**src/sv/assert_macros.svh**
```systemverilog
// Assertion macros shared by the RTL.
`ifndef ASSERT_MACROS_SVH
`define ASSERT_MACROS_SVH

`define ASSERT_IMPLY(lbl, clk, rst_n, ante, cons) \
  lbl: assert property (@(posedge clk) disable iff (!(rst_n)) (ante) |-> (cons)) \
    else $error("implication check failed");

`define ASSERT_NEVER(lbl, clk, rst_n, cond) \
  lbl: assert property (@(posedge clk) disable iff (!(rst_n)) !(cond)) \
    else $error("forbidden condition seen");

`define ASSERT_NEXT(lbl, clk, rst_n, ante, cons) \
  lbl: assert property (@(posedge clk) disable iff (!(rst_n)) (ante) |=> (cons)) \
    else $error("next-cycle check failed");

`endif

```
**src/sv/macm_pkg.sv**
```systemverilog
// Types and constants of the memory access coverage map.
`default_nettype none

package macm_pkg;

  localparam int unsigned ADDR_BITS_DEF = 16;
  localparam int unsigned BUS_AW        = 16;
  localparam int unsigned CNT_W         = 17;
  localparam int unsigned FLAG_W        = 4;
  localparam int unsigned QUEUE_DEPTH   = 2;

  localparam int unsigned FLAG_CODE_BIT  = 0;
  localparam int unsigned FLAG_INSTR_BIT = 1;
  localparam int unsigned FLAG_READ_BIT  = 2;
  localparam int unsigned FLAG_WR_BIT    = 3;

  typedef enum logic {
    OP_MARK,
    OP_QUERY
  } op_kind_e;

  typedef enum logic [1:0] {
    ST_CLEAR,
    ST_IDLE,
    ST_MARK,
    ST_WALK
  } back_state_e;

  typedef struct packed {
    logic              func;
    logic              mem_request;
    logic              read_strobe;
    logic              write_strobe;
    logic              opcode_fetch;
    logic              starts_instruction;
    logic [BUS_AW-1:0] bus_address;
    logic [CNT_W-1:0]  range_start;
    logic [CNT_W-1:0]  range_end;
  } in_t;

  typedef struct packed {
    logic [CNT_W-1:0] untouched_count;
    logic [CNT_W-1:0] instruction_count;
    logic [CNT_W-1:0] code_count;
    logic [CNT_W-1:0] read_count;
    logic [CNT_W-1:0] written_count;
  } out_t;

  typedef struct packed {
    op_kind_e          kind;
    logic [FLAG_W-1:0] set;
    logic [BUS_AW-1:0] addr;
    logic [CNT_W-1:0]  start;
    logic [CNT_W-1:0]  fin;
  } op_t;

  typedef struct packed {
    logic full;
    logic empty;
  } q_stat_t;

  typedef struct packed {
    logic clearing;
  } back_stat_t;

endpackage

`default_nettype wire

```
**src/sv/macm_front.sv**
```systemverilog
// Front end: input handshake and classification of beats into map operations.
`default_nettype none

module macm_front (
  input  wire  macm_pkg::in_t        in_data_i,
  input  wire                        in_valid_i,
  output logic                       in_ready_o,
  input  wire  macm_pkg::q_stat_t    q_stat_i,
  input  wire  macm_pkg::back_stat_t back_stat_i,
  output logic                       push_o,
  output macm_pkg::op_t              op_o
);

  logic [macm_pkg::FLAG_W-1:0] set;

  always_comb begin
    set = '0;
    if (in_data_i.mem_request) begin
      if (in_data_i.read_strobe) begin
        if (in_data_i.opcode_fetch) begin
          set[macm_pkg::FLAG_CODE_BIT]  = 1'b1;
          set[macm_pkg::FLAG_INSTR_BIT] = in_data_i.starts_instruction;
        end else begin
          set[macm_pkg::FLAG_READ_BIT] = 1'b1;
        end
      end else if (in_data_i.write_strobe) begin
        set[macm_pkg::FLAG_WR_BIT] = 1'b1;
      end
    end
  end

  always_comb begin
    op_o.kind  = in_data_i.func ? macm_pkg::OP_QUERY : macm_pkg::OP_MARK;
    op_o.set   = set;
    op_o.addr  = in_data_i.bus_address;
    op_o.start = in_data_i.range_start;
    op_o.fin   = in_data_i.range_end;
  end

  assign in_ready_o = !q_stat_i.full && !back_stat_i.clearing;
  // drop bus cycles that mark nothing
  assign push_o     = in_valid_i && in_ready_o && (in_data_i.func || (|set));

endmodule

`default_nettype wire

```
**config.mk**
```make
export PLATFORM = sky130hd
export DESIGN_NAME = macm_front
export DESIGN_NICKNAME = d
export VERILOG_FILES = /design/src/sv/assert_macros.svh /design/src/sv/macm_pkg.sv /design/src/sv/macm_front.sv
export SDC_FILE = /design/constraint.sdc
export NUM_CORES = 1
export LEC_CHECK = 0
export ABC_AREA = 1
export BUFFER_PORTS_ARGS = -buffer_cell sky130_fd_sc_hd__buf_2
export CORE_ASPECT_RATIO = 0.8
export CORE_MARGIN = 4
export CORE_UTILIZATION = 23
export DETAILED_ROUTE_END_ITERATION = 8
export PLACE_DENSITY = 0.86
export SETUP_SLACK_MARGIN = 0.4
export SLEW_MARGIN = 20
export SYNTH_ARGS = -nofsm -noshare
export SYNTH_HDL_FRONTEND = slang
export SYNTH_SLANG_ARGS = --single-unit
```
**constraint.sdc**
```tcl
create_clock -name vclk -period 0.8
set_input_delay 0.04 -clock vclk [all_inputs]
set_output_delay 0.04 -clock vclk [all_outputs]
set_load 0.005 [all_outputs]
```
# ---- Word-level counts from Yosys, hierarchy flattened
# Index checks and enable logic that the tools add are counted.
dict set report totals {
  regBits 0
  input_bits 60
  out_inout_bits 57
  elab_cells 14
}
dict set report op_classes {
  mux 7
  reduce_logical 7
}
# cell n
set ops {}
lappend ops {{1-bit 2-to-1 mux} 4}
lappend ops {{4-bit 2-to-1 mux} 1}
lappend ops {{4-bit OR reduction} 1}
lappend ops {{1-bit logical AND} 3}
lappend ops {{3-bit 2-to-1 mux} 1}
lappend ops {{1-bit logical NOT} 2}
lappend ops {{2-bit 2-to-1 mux} 1}
lappend ops {{1-bit logical OR} 1}

# ---- Depth between registers and ports, before layout
dict set report depth {
  depth_word 6
  depth_mapped 4
}

# ---- Worst setup path before layout
# No wires, ideal clock.
dict set report synth_path {
  path_kind {input to output}
  start {input back_stat_i}
  end {output push_o}
  t_arrival_ps 297
  required_ps 760
  setup_slack_ps 463
  stages 3
  n_path_buf 0
  cell_sequence {nor2_4 nand2_2 nor2_2}
}
dict set report synth_between {
  elab_chain_len 4
}
# item line
set synth_rtl {}
lappend synth_rtl {{start, declared} macm_front.sv:9} ;# input wire macm_pkg::back_stat_t back_stat_i,
lappend synth_rtl {{1-bit logical NOT} macm_front.sv:40} ;# assign in_ready_o = !q_stat_i.full && !back_stat_i.clearing;
lappend synth_rtl {{1-bit logical AND} macm_front.sv:40}
lappend synth_rtl {{1-bit logical AND (2 in series)} macm_front.sv:42} ;# assign push_o = in_valid_i && in_ready_o && (in_data_i.func || (|set));
lappend synth_rtl {{end, declared} macm_front.sv:10} ;# output logic push_o,
# No other way between the ends.

# ---- Final worst setup path
dict set report layout_path {
  start {input in_data_i[54] (netlist bit)}
  end {output push_o}
}
dict set report layout_between {
  elab_chain_len 4
}
# item line
set layout_rtl {}
lappend layout_rtl {{start, declared} macm_front.sv:5} ;# input wire macm_pkg::in_t in_data_i,
lappend layout_rtl {{4-bit 2-to-1 mux} macm_front.sv:18} ;# if (in_data_i.mem_request) begin
lappend layout_rtl {{4-bit OR reduction} macm_front.sv:42}
lappend layout_rtl {{1-bit logical OR} macm_front.sv:42}
lappend layout_rtl {{1-bit logical AND} macm_front.sv:42}
# No other way between the ends.

==> results.sh <==
export IMPL_finalHoldViolCount=0
export IMPL_coreArea_um2=1890
export IMPL_fin_setup_tns_ns=0
export IMPL_cap_violations=0
export IMPL_p_int_mw=0.0612
export IMPL_ant_nets=0
export IMPL_synthCells=65
export IMPL_power_frac_seq_pct=0
export IMPL_wl_per_cell_um=17.4
export IMPL_total_power_mw=0.105
export IMPL_synthToLayoutAreaGrowth_pct=-46.1
export IMPL_hpwlAfterDp_um=774
export IMPL_routed_wl_um=957
export IMPL_vias=215
export IMPL_holdPathStages=0
export IMPL_seq_cell_count=0
export IMPL_grt_start_max_net_pins=5
export IMPL_min_period_over_period_pct=70.5
export IMPL_die_x_um=58.2
export IMPL_grt_pass1_vias=226
export IMPL_netlist_area_um2=464
export IMPL_grt_overflow_total=0
export IMPL_clkbuf_count=0
export IMPL_tightestPinTransition_ns=0.154
export IMPL_synth_area_per_cell_um2=7.14
export IMPL_antenna_found_initial=0
export IMPL_vias_per_cell=3.91
export IMPL_rows=14
export IMPL_synth_top_area_share_pct=82.5
export IMPL_finalMaxSlewViolations=0
export IMPL_final_cell_area_um2=250
export IMPL_synth_seq_area_share_pct=0
export IMPL_worst_slack_ns=0.236
export IMPL_dpl_instance_area_um2=191
export IMPL_min_to="op_o[24]"
export IMPL_net_switching_power_mw=0.0441
export IMPL_yosys_top_cells_area="buf_4 (82%), nand2_2 (4.0%), nor2_2 (2.7%), nor3b_2 (2.7%), nor2_1 (2.4%)"
export IMPL_start_util_pct=24.5
export IMPL_power_static_leakage_nw=0.135
export IMPL_synth_nets=125
export IMPL_drc=0
export IMPL_layout_min_cycle_time_ns=0.564
export IMPL_grt_pass1_wl_um=1300
export IMPL_p_per_area_nw_per_um2=421
export IMPL_pin_count=117
export IMPL_drive_above_1_share_pct=87.1
export IMPL_min_from="in_data_i[24]"
export IMPL_drtPass1Iterations=2
export IMPL_crit_arrival_ns=0.52
export IMPL_vdd_drop_max_v=0.000144
export IMPL_slew_headroom_pct=89.7
export IMPL_critical_path_endpoint_type="output port"
export IMPL_synth_most_common_cell="buf_4"
export IMPL_fmax_mhz=1770
export IMPL_die_y_um=48.2
export IMPL_crit_type="input port to output port"
export IMPL_seqCellArea_um2=0
export IMPL_n_antenna_cell=0
export IMPL_hp_class="input port to output port"
export IMPL_setup_viol=0
export IMPL_rsz0062_at_grt="true"
export IMPL_dp_slack_ns=0.209
export IMPL_cp_max_fo=4
export IMPL_p_clk_share_pct=0
export IMPL_layout_nets=93
export IMPL_crit_path_start="in_data_i[54]"
export IMPL_die_area_um2=2810
export IMPL_swShare_pct=41.9
export IMPL_comb_power_share_pct=100.0
export IMPL_netlist_top_cells_count="buf_4 (51), nand2_2 (3), nor2_1 (3)"
export IMPL_drtIter0Drc=3
export IMPL_gp_congestion=0.789
export IMPL_grt_usage_pct=6.27
export IMPL_ys_warn_count=0
export IMPL_numPortBuffers=16
export IMPL_outcome="finished, final reports clean"
export IMPL_synth_top_area_cell="buf_4"
export IMPL_holdBufCountCts=0
export IMPL_synth_cell_types=10
export IMPL_final_core_util_pct=13.2
export IMPL_start_kind="input port"
export IMPL_crit_required_ns=0.76
[power groups by stage]
stage	combinational, mW	sequential, mW	clock, mW
floorplan	0.236	0	0
global placement	0.0722	0	0
detailed placement	0.0734	0	0
CTS	0.102	0	0
global route	0.115	0	0
finish	0.105	0	0
[area by class of cell]
| cell class | instances | area (um^2) |
|---|---|---|
| Inverter | 3 | 11.3 |
| Timing Repair Buffer | 17 | 126 |
| Multi-Input combinational cell | 11 | 82.6 |
| Fill cell | 230 | 1640 |
| Tap cell | 24 | 30.0 |
[logic make-up after synthesis]
kind of cell | count (synthesis) | synth area share (%)
buf+inv | 54 | 84.9
simple gates | 11 | 15.1
[critical path: stages]
cell	delay, ns
buf_8	0.10
nand2_4	0.08
nand2_2	0.07
nor2_4	0.08
nor2_2	0.04
buf_2	0.12
[cells in the final DEF (no fill, tap or decap), types with 2 or more instances in the layout]
master / n
buf_2: 11
buf_6: 5
nor2_1: 3
nor2_4: 2
inv_2: 2
nand2_2: 3
[what timing repair did]
item,4_1_cts,5_1_grt
setup endpoints to repair,6,6
pin swaps,9,2
resized for setup,10,2
buffers inserted,1,0
[layer usage]
layer,up-vias,share of wire [%],global-route usage [%]
li1,74,-,-
met5,-,0,0
met1,84,18,3.57
met4,0,5.7,5.09
met3,10,32,9.26
met2,47,45,9.01
[how the worst max path moves through the flow]
stage                         to  slack, ns
after global placement    push_o       0.21
after floorplan           push_o       0.46
after CTS                 push_o       0.24
after global routing      push_o       0.20
after detailed placement  push_o       0.21
final                     push_o       0.24
[through the flow]
stage,cells,hold slack [ns]
after floorplan,65,0.0985
after global placement,54,0.0800
after detailed placement,54,0.0800
after CTS,55,0.0800
after global routing,55,0.0800
final,55,0.0800
Power figures use the tool's default switching activity.
