File: src/sv/assert_macros.svh
// Assertion macros shared by the RTL.
`ifndef ASSERT_MACROS_SVH
`define ASSERT_MACROS_SVH

`define ASSERT_IMPLY(lbl, clk, rst_n, ante, cons) \
  lbl: assert property (@(posedge clk) disable iff (!(rst_n)) (ante) |-> (cons)) \
    else $error("implication check failed");

`define ASSERT_NEVER(lbl, clk, rst_n, cond) \
  lbl: assert property (@(posedge clk) disable iff (!(rst_n)) !(cond)) \
    else $error("forbidden condition seen");

`define ASSERT_NEXT(lbl, clk, rst_n, ante, cons) \
  lbl: assert property (@(posedge clk) disable iff (!(rst_n)) (ante) |=> (cons)) \
    else $error("next-cycle check failed");

`endif

File: src/sv/macm_pkg.sv
// Types and constants of the memory access coverage map.
`default_nettype none

package macm_pkg;

  localparam int unsigned ADDR_BITS_DEF = 16;
  localparam int unsigned BUS_AW        = 16;
  localparam int unsigned CNT_W         = 17;
  localparam int unsigned FLAG_W        = 4;
  localparam int unsigned QUEUE_DEPTH   = 2;

  localparam int unsigned FLAG_CODE_BIT  = 0;
  localparam int unsigned FLAG_INSTR_BIT = 1;
  localparam int unsigned FLAG_READ_BIT  = 2;
  localparam int unsigned FLAG_WR_BIT    = 3;

  typedef enum logic {
    OP_MARK,
    OP_QUERY
  } op_kind_e;

  typedef enum logic [1:0] {
    ST_CLEAR,
    ST_IDLE,
    ST_MARK,
    ST_WALK
  } back_state_e;

  typedef struct packed {
    logic              func;
    logic              mem_request;
    logic              read_strobe;
    logic              write_strobe;
    logic              opcode_fetch;
    logic              starts_instruction;
    logic [BUS_AW-1:0] bus_address;
    logic [CNT_W-1:0]  range_start;
    logic [CNT_W-1:0]  range_end;
  } in_t;

  typedef struct packed {
    logic [CNT_W-1:0] untouched_count;
    logic [CNT_W-1:0] instruction_count;
    logic [CNT_W-1:0] code_count;
    logic [CNT_W-1:0] read_count;
    logic [CNT_W-1:0] written_count;
  } out_t;

  typedef struct packed {
    op_kind_e          kind;
    logic [FLAG_W-1:0] set;
    logic [BUS_AW-1:0] addr;
    logic [CNT_W-1:0]  start;
    logic [CNT_W-1:0]  fin;
  } op_t;

  typedef struct packed {
    logic full;
    logic empty;
  } q_stat_t;

  typedef struct packed {
    logic clearing;
  } back_stat_t;

endpackage

`default_nettype wire

File: src/sv/macm_fifo.sv
// Short operation queue between front end and back end.
`default_nettype none

module macm_fifo (
  input  wire                     clk_i,
  input  wire                     rst_ni,
  input  wire                     push_i,
  input  wire  macm_pkg::op_t     op_i,
  input  wire                     pop_i,
  output macm_pkg::op_t           op_o,
  output macm_pkg::q_stat_t       stat_o
);

  localparam int unsigned Depth = macm_pkg::QUEUE_DEPTH;
  localparam int unsigned PW    = (Depth > 1) ? $clog2(Depth) : 1;
  localparam int unsigned CW    = $clog2(Depth + 1);

  macm_pkg::op_t  mem_q [Depth];
  logic [PW-1:0]  wr_ptr_q, wr_ptr_d;
  logic [PW-1:0]  rd_ptr_q, rd_ptr_d;
  logic [CW-1:0]  cnt_q, cnt_d;

  function automatic logic [PW-1:0] ptr_inc(input logic [PW-1:0] p);
    logic [PW-1:0] r;
    if (p == PW'(Depth - 1)) begin
      r = '0;
    end else begin
      r = p + PW'(1);
    end
    return r;
  endfunction

  always_comb begin
    wr_ptr_d = wr_ptr_q;
    rd_ptr_d = rd_ptr_q;
    cnt_d    = cnt_q;
    if (push_i) begin
      wr_ptr_d = ptr_inc(wr_ptr_q);
    end
    if (pop_i) begin
      rd_ptr_d = ptr_inc(rd_ptr_q);
    end
    if (push_i && !pop_i) begin
      cnt_d = cnt_q + CW'(1);
    end else if (pop_i && !push_i) begin
      cnt_d = cnt_q - CW'(1);
    end
  end

  always_ff @(posedge clk_i or negedge rst_ni) begin
    if (!rst_ni) begin
      wr_ptr_q <= '0;
      rd_ptr_q <= '0;
      cnt_q    <= '0;
    end else begin
      wr_ptr_q <= wr_ptr_d;
      rd_ptr_q <= rd_ptr_d;
      cnt_q    <= cnt_d;
    end
  end

  always_ff @(posedge clk_i) begin
    if (push_i) begin
      mem_q[wr_ptr_q] <= op_i;
    end
  end

  assign op_o         = mem_q[rd_ptr_q];
  assign stat_o.full  = (cnt_q == CW'(Depth));
  assign stat_o.empty = (cnt_q == '0);

endmodule

`default_nettype wire

File: config.mk
export PLATFORM = sky130hd
export DESIGN_NAME = macm_fifo
export DESIGN_NICKNAME = d
export VERILOG_FILES = /design/src/sv/assert_macros.svh /design/src/sv/macm_pkg.sv /design/src/sv/macm_fifo.sv
export SDC_FILE = /design/constraint.sdc
export NUM_CORES = 1
export LEC_CHECK = 0
export ABC_AREA = 1
export BUFFER_PORTS_ARGS = -buffer_cell sky130_fd_sc_hd__buf_2
export CAP_MARGIN = 20
export CELL_PAD_IN_SITES_DETAIL_PLACEMENT = 0
export CELL_PAD_IN_SITES_GLOBAL_PLACEMENT = 2
export CORE_AREA = 8 8 116 118
export DETAILED_ROUTE_END_ITERATION = 8
export DIE_AREA = 0 0 124 126
export PLACE_DENSITY = 0.76
export SYNTH_ARGS = -nofsm -noshare
export SYNTH_HDL_FRONTEND = slang
export SYNTH_SLANG_ARGS = --single-unit
File: constraint.sdc
create_clock -name clk_i -period 4 [get_ports clk_i]
set_input_delay 0.8 -clock clk_i [delete_from_list [all_inputs] [get_ports clk_i]]
set_output_delay 0.8 -clock clk_i [all_outputs]
set_load 0.05 [all_outputs]
# After elaboration in Yosys (flattened, before gate mapping)
# Memory sizes are Yosys's and may differ from the RTL's.
# Index checks and enable logic that the tools add are counted.
classes:
  add_sub_neg: 4
  eq_ne: 1
  muxes: 6
  reduce_logical: 6
ops:
  columns: ["operator", "count"]
  rows:
  - ["$mux 1", 4]
  - ["$mux 2", 2]
  - ["$add 1x1->1 const B", 2]
  - ["$add 2x1->2 const B", 1]
  - ["$eq 2x2->1 const B", 1]
  - ["$logic_and 1x1->1", 2]
  - ["$logic_not 1->1", 2]
  - ["$logic_not 2->1", 1]
  - ["$reduce_bool 2->1", 1]
  - ["$sub 2x1->2 const B", 1]
word_totals:
  reg_bits: 4
  ramBits: 110
  input_bits: 59
  out_inout_bits: 57
  wordCells: 21
  n_memories: 1
mem_list:
  columns: ["memory", "words", "width", "rd", "rd_clocked_by_memory_dff", "wr", "line_no", "source"]
  rows:
  - ["mem_q", 2, 55, 1, 0, 1, "macm_fifo.sv:18", "macm_pkg::op_t mem_q [Depth];"]

# Logic depth before layout (Yosys ltp)
# Gate-level depths: netlist (run 1).
depth:
  word_depth: 4
  ltp_mapped: 7
  depth_no_buf: 7

# Least setup slack after synthesis (run 1)
# OpenSTA, ideal clock, no wires.
synth_path:
  path_kind: "in2reg"
  start: "input push_i"
  end: "memory mem_q[0][0] (netlist bit) (enable)"
  setup_ns: 0.469
  arrival_ns: 3.149
  required_ns: 3.531
  path_slack_ns: 0.382
  path_stages: 2
  n_path_buf: 0
  cell_sequence: "inv_1 nor2_1"
synth_between:
  elab_chain_len: 2
synth_lines:
  columns: ["item", "line_no", "source"]
  rows:
  - ["start, declared", "macm_fifo.sv:7", "input wire push_i,"]
  - ["$mux 1", "macm_fifo.sv:63", "if (push_i) begin"]
  - ["$mux 1 (not written as such)", "macm_fifo.sv:64", "mem_q[wr_ptr_q] <= op_i;"]
  - ["end, declared", "macm_fifo.sv:18", null]
# Every way passes these cells.

==> impl_metrics.json, run 1 <==
{
  "outcome": "complete, no violations",
  "cts_tree": "yes",
  "cts_buffer_depth": 2,
  "maxSlewHeadroom_pct": 34.5,
  "tns_ps": 0,
  "num_vias": 2156,
  "wirelength_um": 8130,
  "hold_buffers": 0,
  "drc": 0,
  "drtIter0Drc": 69,
  "start_util_pct": 37.1,
  "synth_cell_types": 14,
  "path_max_fanout": 56,
  "synth_nets": 256,
  "cp.arrival_ps": 2110,
  "ys_ff_latch": 114,
  "postCtsSetupRepairBufs": 0,
  "worst_r2r_endpoint": "mem_q[1][8]$_DFFE_PP_",
  "cp.required_ps": 3200,
  "rsz0062_at_grt": "no",
  "io_pins": 116,
  "die_h_um": 126,
  "fin_crit_ps": 2910,
  "cp-end-kind": "primary output",
  "min_period_over_period_pct": 72.8,
  "fp.dieW_um": 124,
  "cellPowerDensity_nw_per_um2": 881,
  "critPathKind": "reg -> out",
  "reg2reg_slack_ps": 2210,
  "maxCapViolCount": 0,
  "leakage_nw": 2.29,
  "place_ws_ps": 1450,
  "diodes": 0,
  "grt_util_all_layers_pct": 10.9,
  "tightestPinTransition_ps": 982,
  "synth_warnings": 0,
  "die-area_sq_um": 15600,
  "grt_pass1_wl_um": 12600,
  "clock_tree.root_cell": "clkbuf_16",
  "ys_seq_area_share_pct": 78.4,
  "drv_slew": 0,
  "ctsResizeCount": 0,
  "reg2reg_from": "wr_ptr_q$_DFFE_PN0P_",
  "syn2layout_area_growth_pct": 29.8,
  "wl_per_cell_um": 16.7,
  "p_total_w": 0.00496,
  "grt_max_degree": 57,
  "rows": 40,
  "cts.sink_count": 114,
  "cts.clk_slew.worst_paths_ps": 50,
  "report.final.setup_viol": 0,
  "first_global_vias": 2499,
  "drive_above_1_share_pct": 60.0,
  "placement.io_buffers": 115,
  "place_hpwl_um": 5370,
  "fin_ws_ps": 1090,
  "fin_nets": 387,
  "avgSynthCellArea_sq_um": 22.1,
  "core_sq_um": 11700,
  "h-tree-depth": 4,
  "clock_latency_ps": 400,
  "antenna_found_initial": 1,
  "critPathLaunchType": "flop",
  "vdd_drop_max_v": 0.000372,
  "hp-class": "in -> async",
  "reg2regPathDepth": 3,
  "synth_cells": 196,
  "drtPass1Iterations": 4,
  "synth_area_sq_um": 4340,
  "postRouteAntennaNets": 0,
  "gr-total-overflow": 0,
  "fmax_mhz": 343,
  "hold_viol_final": 0,
  "gp_congestion": 0.644,
  "via_per_inst": 4.43,
  "finalClockSkew_ps": 10.2,
  "cts_made_buffers": 17
}
## worst max path at each step
stage / start / to / slack, ps / depth (start not counted)
finish: rd_ptr_q$_DFFE_PN0P_ / op_o[37] / 1090 / 2
global route: rd_ptr_q$_DFFE_PN0P_ / op_o[39] / 950 / 2
CTS: rd_ptr_q$_DFFE_PN0P_ / op_o[34] / 1000 / 2
detailed placement: rd_ptr_q$_DFFE_PN0P_ / op_o[34] / 1450 / 2
global placement: rd_ptr_q$_DFFE_PN0P_ / op_o[45] / 1460 / 2
floorplan: push_i / mem_q[0][0]$_DFFE_PP_ / 380 / 2
## registers in the layout, summed over array words and instances (netlist names)
name	count
mem_q	110
cnt_q	2
rd_ptr_q	1
wr_ptr_q	1
## Yosys cell counts
| cell type | n | share of area, % |
|---|---|---|
| inv_1 | 7 | 0.61 |
| nor2_1 | 3 | 0.26 |
| dfrtp_1 | 4 | 2.3 |
| mux2_4 | 40 | 14 |
| xor2_1 | 2 | 0.40 |
| edfxtp_1 | 110 | 76 |
| xnor2_1 | 1 | 0.20 |
| nand4_1 | 1 | 0.14 |
| mux2_2 | 15 | 3.9 |
| nand2_1 | 5 | 0.43 |
| buf_6 | 5 | 1.3 |
| buf_2 | 1 | 0.12 |
| nand3_1 | 1 | 0.12 |
| ha_1 | 1 | 0.29 |
## cell type report
class | instances | area [sq um]
Fill cell | 1038 | 6080
Timing Repair Buffer | 118 | 611
Clock buffer | 18 | 429
Multi-Input combinational cell | 69 | 857
Inverter | 7 | 26.3
Sequential cell | 114 | 3410
Clock inverter | 14 | 121
Tap cell | 147 | 184
## layout by cell type (no fill, tap or decap), drive strengths merged, types with 2 or more instances in the layout
master	count
clkbuf	18
edfxtp	110
bufinv	2
clkinv	10
nor2	3
nand2	5
inv	7
buf	118
clkinvlp	2
dfrtp	4
xor2	2
mux2	55
## report_power, final
part	total, W	switching, W	internal [W]
logic	0.00178	0.00119	0.000588
clock network	0.00138	0.000484	0.000898
registers	0.00180	0.000208	0.00159
total	0.00496	0.00189	0.00308
## metrics by stage
stage	std cells	cell area (sq um)	util [%]	hold WS (ps)
CTS	487	5640	48.1	186
global placement	455	5080	43.4	488
finish	487	5640	48.1	198
floorplan	196	4340	-	461
global route	487	5640	48.1	177
detailed placement	455	5080	43.4	491
## worst max-delay path, stage by stage, from the launching register on
cell	delay, ps
dfrtp_4	1070
mux2_2	410
buf_2	210
## cell families after synthesis
kind of cell | synth area share [%]
flip-flops | 78.4
AND/OR/NAND/NOR | 0.951
adder cells (fa/ha/maj) | 0.288
multiplexers | 17.7
buffers and inverters | 2.02
XOR/XNOR | 0.605
## per-layer routing
layer | global-route usage, % | routed length, um | up-vias
met2 | 17.7 | 4050 | 80
met5 | 0 | 10 | -
li1 | - | - | 1030
met4 | 4.83 | 102 | 2
met1 | 11.3 | 3180 | 1032
met3 | 5.76 | 787 | 12
No activity file was read; power rests on OpenSTA's default activity.
==> inputs of run 2 (changes only) <==
clock period = 2.9 ns   (was 4 ns; I/O delays follow)
==> run 2 against run 1 <==
Clock power increased by 51%; final cell count increased by 0.82%; non-clock buffer count increased by 4; wire length decreased by 1.3%; worst setup slack got worse by 800 ps; via count increased by 0.83%.
==> impl_metrics.json, run 2 (synthesized netlist as in run 1, its figures left out) <==
{
  "min_period_over_period_pct": 90.0,
  "cp.arrival_ps": 2030,
  "hp-class": "in -> reg",
  "drv_slew": 0,
  "rsz0062_at_grt": "no",
  "placement.io_buffers": 115,
  "most-common-layout-cells": "115 x buf_2, 110 x edfxtp_1, 40 x mux2_4",
  "start_util_pct": 37.1,
  "postCtsSetupRepairBufs": 0,
  "fin_crit_ps": 2610,
  "grt_pass1_wl_um": 12400,
  "outcome": "complete, no violations",
  "crit_chain": "buf_4 > mux2_4 > buf_2",
  "io_pins": 116,
  "maxSlewHeadroom_pct": 59.5,
  "first_global_vias": 2476,
  "clock_tree.root_cell": "clkbuf_16",
  "tightestPinTransition_ps": 606,
  "slowest_delay_ps": 760,
  "cp.required_ps": 2320,
  "antenna_found_initial": 0,
  "diodes": 0,
  "num_vias": 2174,
  "place_hpwl_um": 5570,
  "drtIter0Drc": 92,
  "die_h_um": 126,
  "tns_ps": 0,
  "finalClockSkew_ps": 7.21,
  "maxCapViolCount": 0,
  "fp.dieW_um": 124,
  "cts_tree": "yes",
  "hold_ws_ps": 363,
  "leakage_nw": 2.34,
  "via_per_inst": 4.43,
  "cpMaxStageDelayCell": "dfrtp_4",
  "syn2layout_area_growth_pct": 32.6,
  "fmax_mhz": 383,
  "hold_viol_final": 0,
  "drc": 0,
  "report.final.setup_viol": 0,
  "die-area_sq_um": 15600,
  "gp_congestion": 0.661,
  "cts_buffer_depth": 2,
  "drive_above_1_share_pct": 60.2,
  "critPathLaunchType": "flop",
  "cellPowerDensity_nw_per_um2": 1230,
  "final_common_cell": "buf_2",
  "cts_made_buffers": 17,
  "wl_per_cell_um": 16.3,
  "postRouteAntennaNets": 0,
  "path_max_fanout": 30,
  "grt_max_degree": 31,
  "cts.clk_slew.worst_paths_ps": 50,
  "clock_latency_ps": 400,
  "gr-total-overflow": 0,
  "fin_nets": 391,
  "critPathKind": "reg -> out",
  "core_sq_um": 11700,
  "top_regs": "mem_q: 110 flops, cnt_q: 2 flops",
  "rows": 40,
  "drtPass1Iterations": 4,
  "top_register": "mem_q",
  "h-tree-depth": 4,
  "grt_util_all_layers_pct": 10.8,
  "cts.sink_count": 114,
  "largest_reg_flops": 110,
  "cp-end-kind": "primary output",
  "vdd_drop_max_v": 0.000619,
  "wirelength_um": 8030
}
[run 2: cell types whose count changed in the layout (fill, tap and decap cells not counted), sizes merged]
cell and delta:
clkinv -4, buf +3, bufinv +2, clkbuf +2, dlygate4sd3 +1
[run 2: final timing paths]
kind	slack, ps	cells after the start	to	startpoint
min in group asynchronous	510	2	cnt_q[1]$_DFFE_PN0P_	rst_ni
min	360	2	rd_ptr_q$_DFFE_PN0P_	pop_i
max	290	3	op_o[25]	rd_ptr_q$_DFFE_PN0P_
max in group asynchronous	2250	2	rd_ptr_q$_DFFE_PN0P_	rst_ni
max reg2reg	1390	3	mem_q[1][41]$_DFFE_PP_	wr_ptr_q$_DFFE_PN0P_
min reg2reg	500	2	cnt_q[1]$_DFFE_PN0P_	cnt_q[1]$_DFFE_PN0P_
[run 2: report_power, final]
part	switching (W)	internal, W	total (W)	leakage [nW]
Sequential	0.000193	0.00219	0.00239	1.08
Clock	0.000666	0.00142	0.00209	0.291
Combinational	0.00174	0.000852	0.00259	0.968
[run 2: per-stage QoR]
step	power [W]	setup slack, ps	util (%)	instance area (sq um)	cells
after floorplan	0.00451	451	-	4340	196
final	0.00707	291	49.1	5760	491
after CTS	0.00719	241	49.1	5760	491
after global placement	0.00505	694	43.9	5140	458
after global routing	0.00738	180	49.1	5760	491
after detailed placement	0.00507	674	43.9	5140	458
[run 2: area by class of cell]
cell class / instances / area, sq um
well taps: 147 / 184
repair buffers: 122 / 681
multi-input cells: 69 / 857
fillers: 1004 / 5960
flip-flops and latches: 114 / 3410
clock inverters: 12 / 164
clock buffers: 20 / 437
inverters: 7 / 26.3
[run 2: critical path: cells and delay by family (launching register included)]
| family | cells | cell delay, ps |
|---|---|---|
| multiplexers | 1 | 320 |
| buffers and inverters | 2 | 530 |
| flip-flops | 1 | 760 |
[run 2: layer usage]
| metal | track usage, % | share of wire (%) | vias up | wire [um] |
|---|---|---|---|---|
| met2 | 17.3 | 50 | 84 | 4020 |
| met1 | 11.4 | 38 | 1047 | 3070 |
| met5 | 0 | 0 | - | 0 |
| li1 | - | - | 1030 | - |
| met4 | 4.76 | 1.7 | 0 | 134 |
| met3 | 6.17 | 10 | 13 | 806 |
[run 2: what timing repair did]
item | 4_1_cts | 5_1_grt
hold buffers | 1 | 0
gates resized for setup | 0 | 0
hold endpoints to repair | 4 | 0
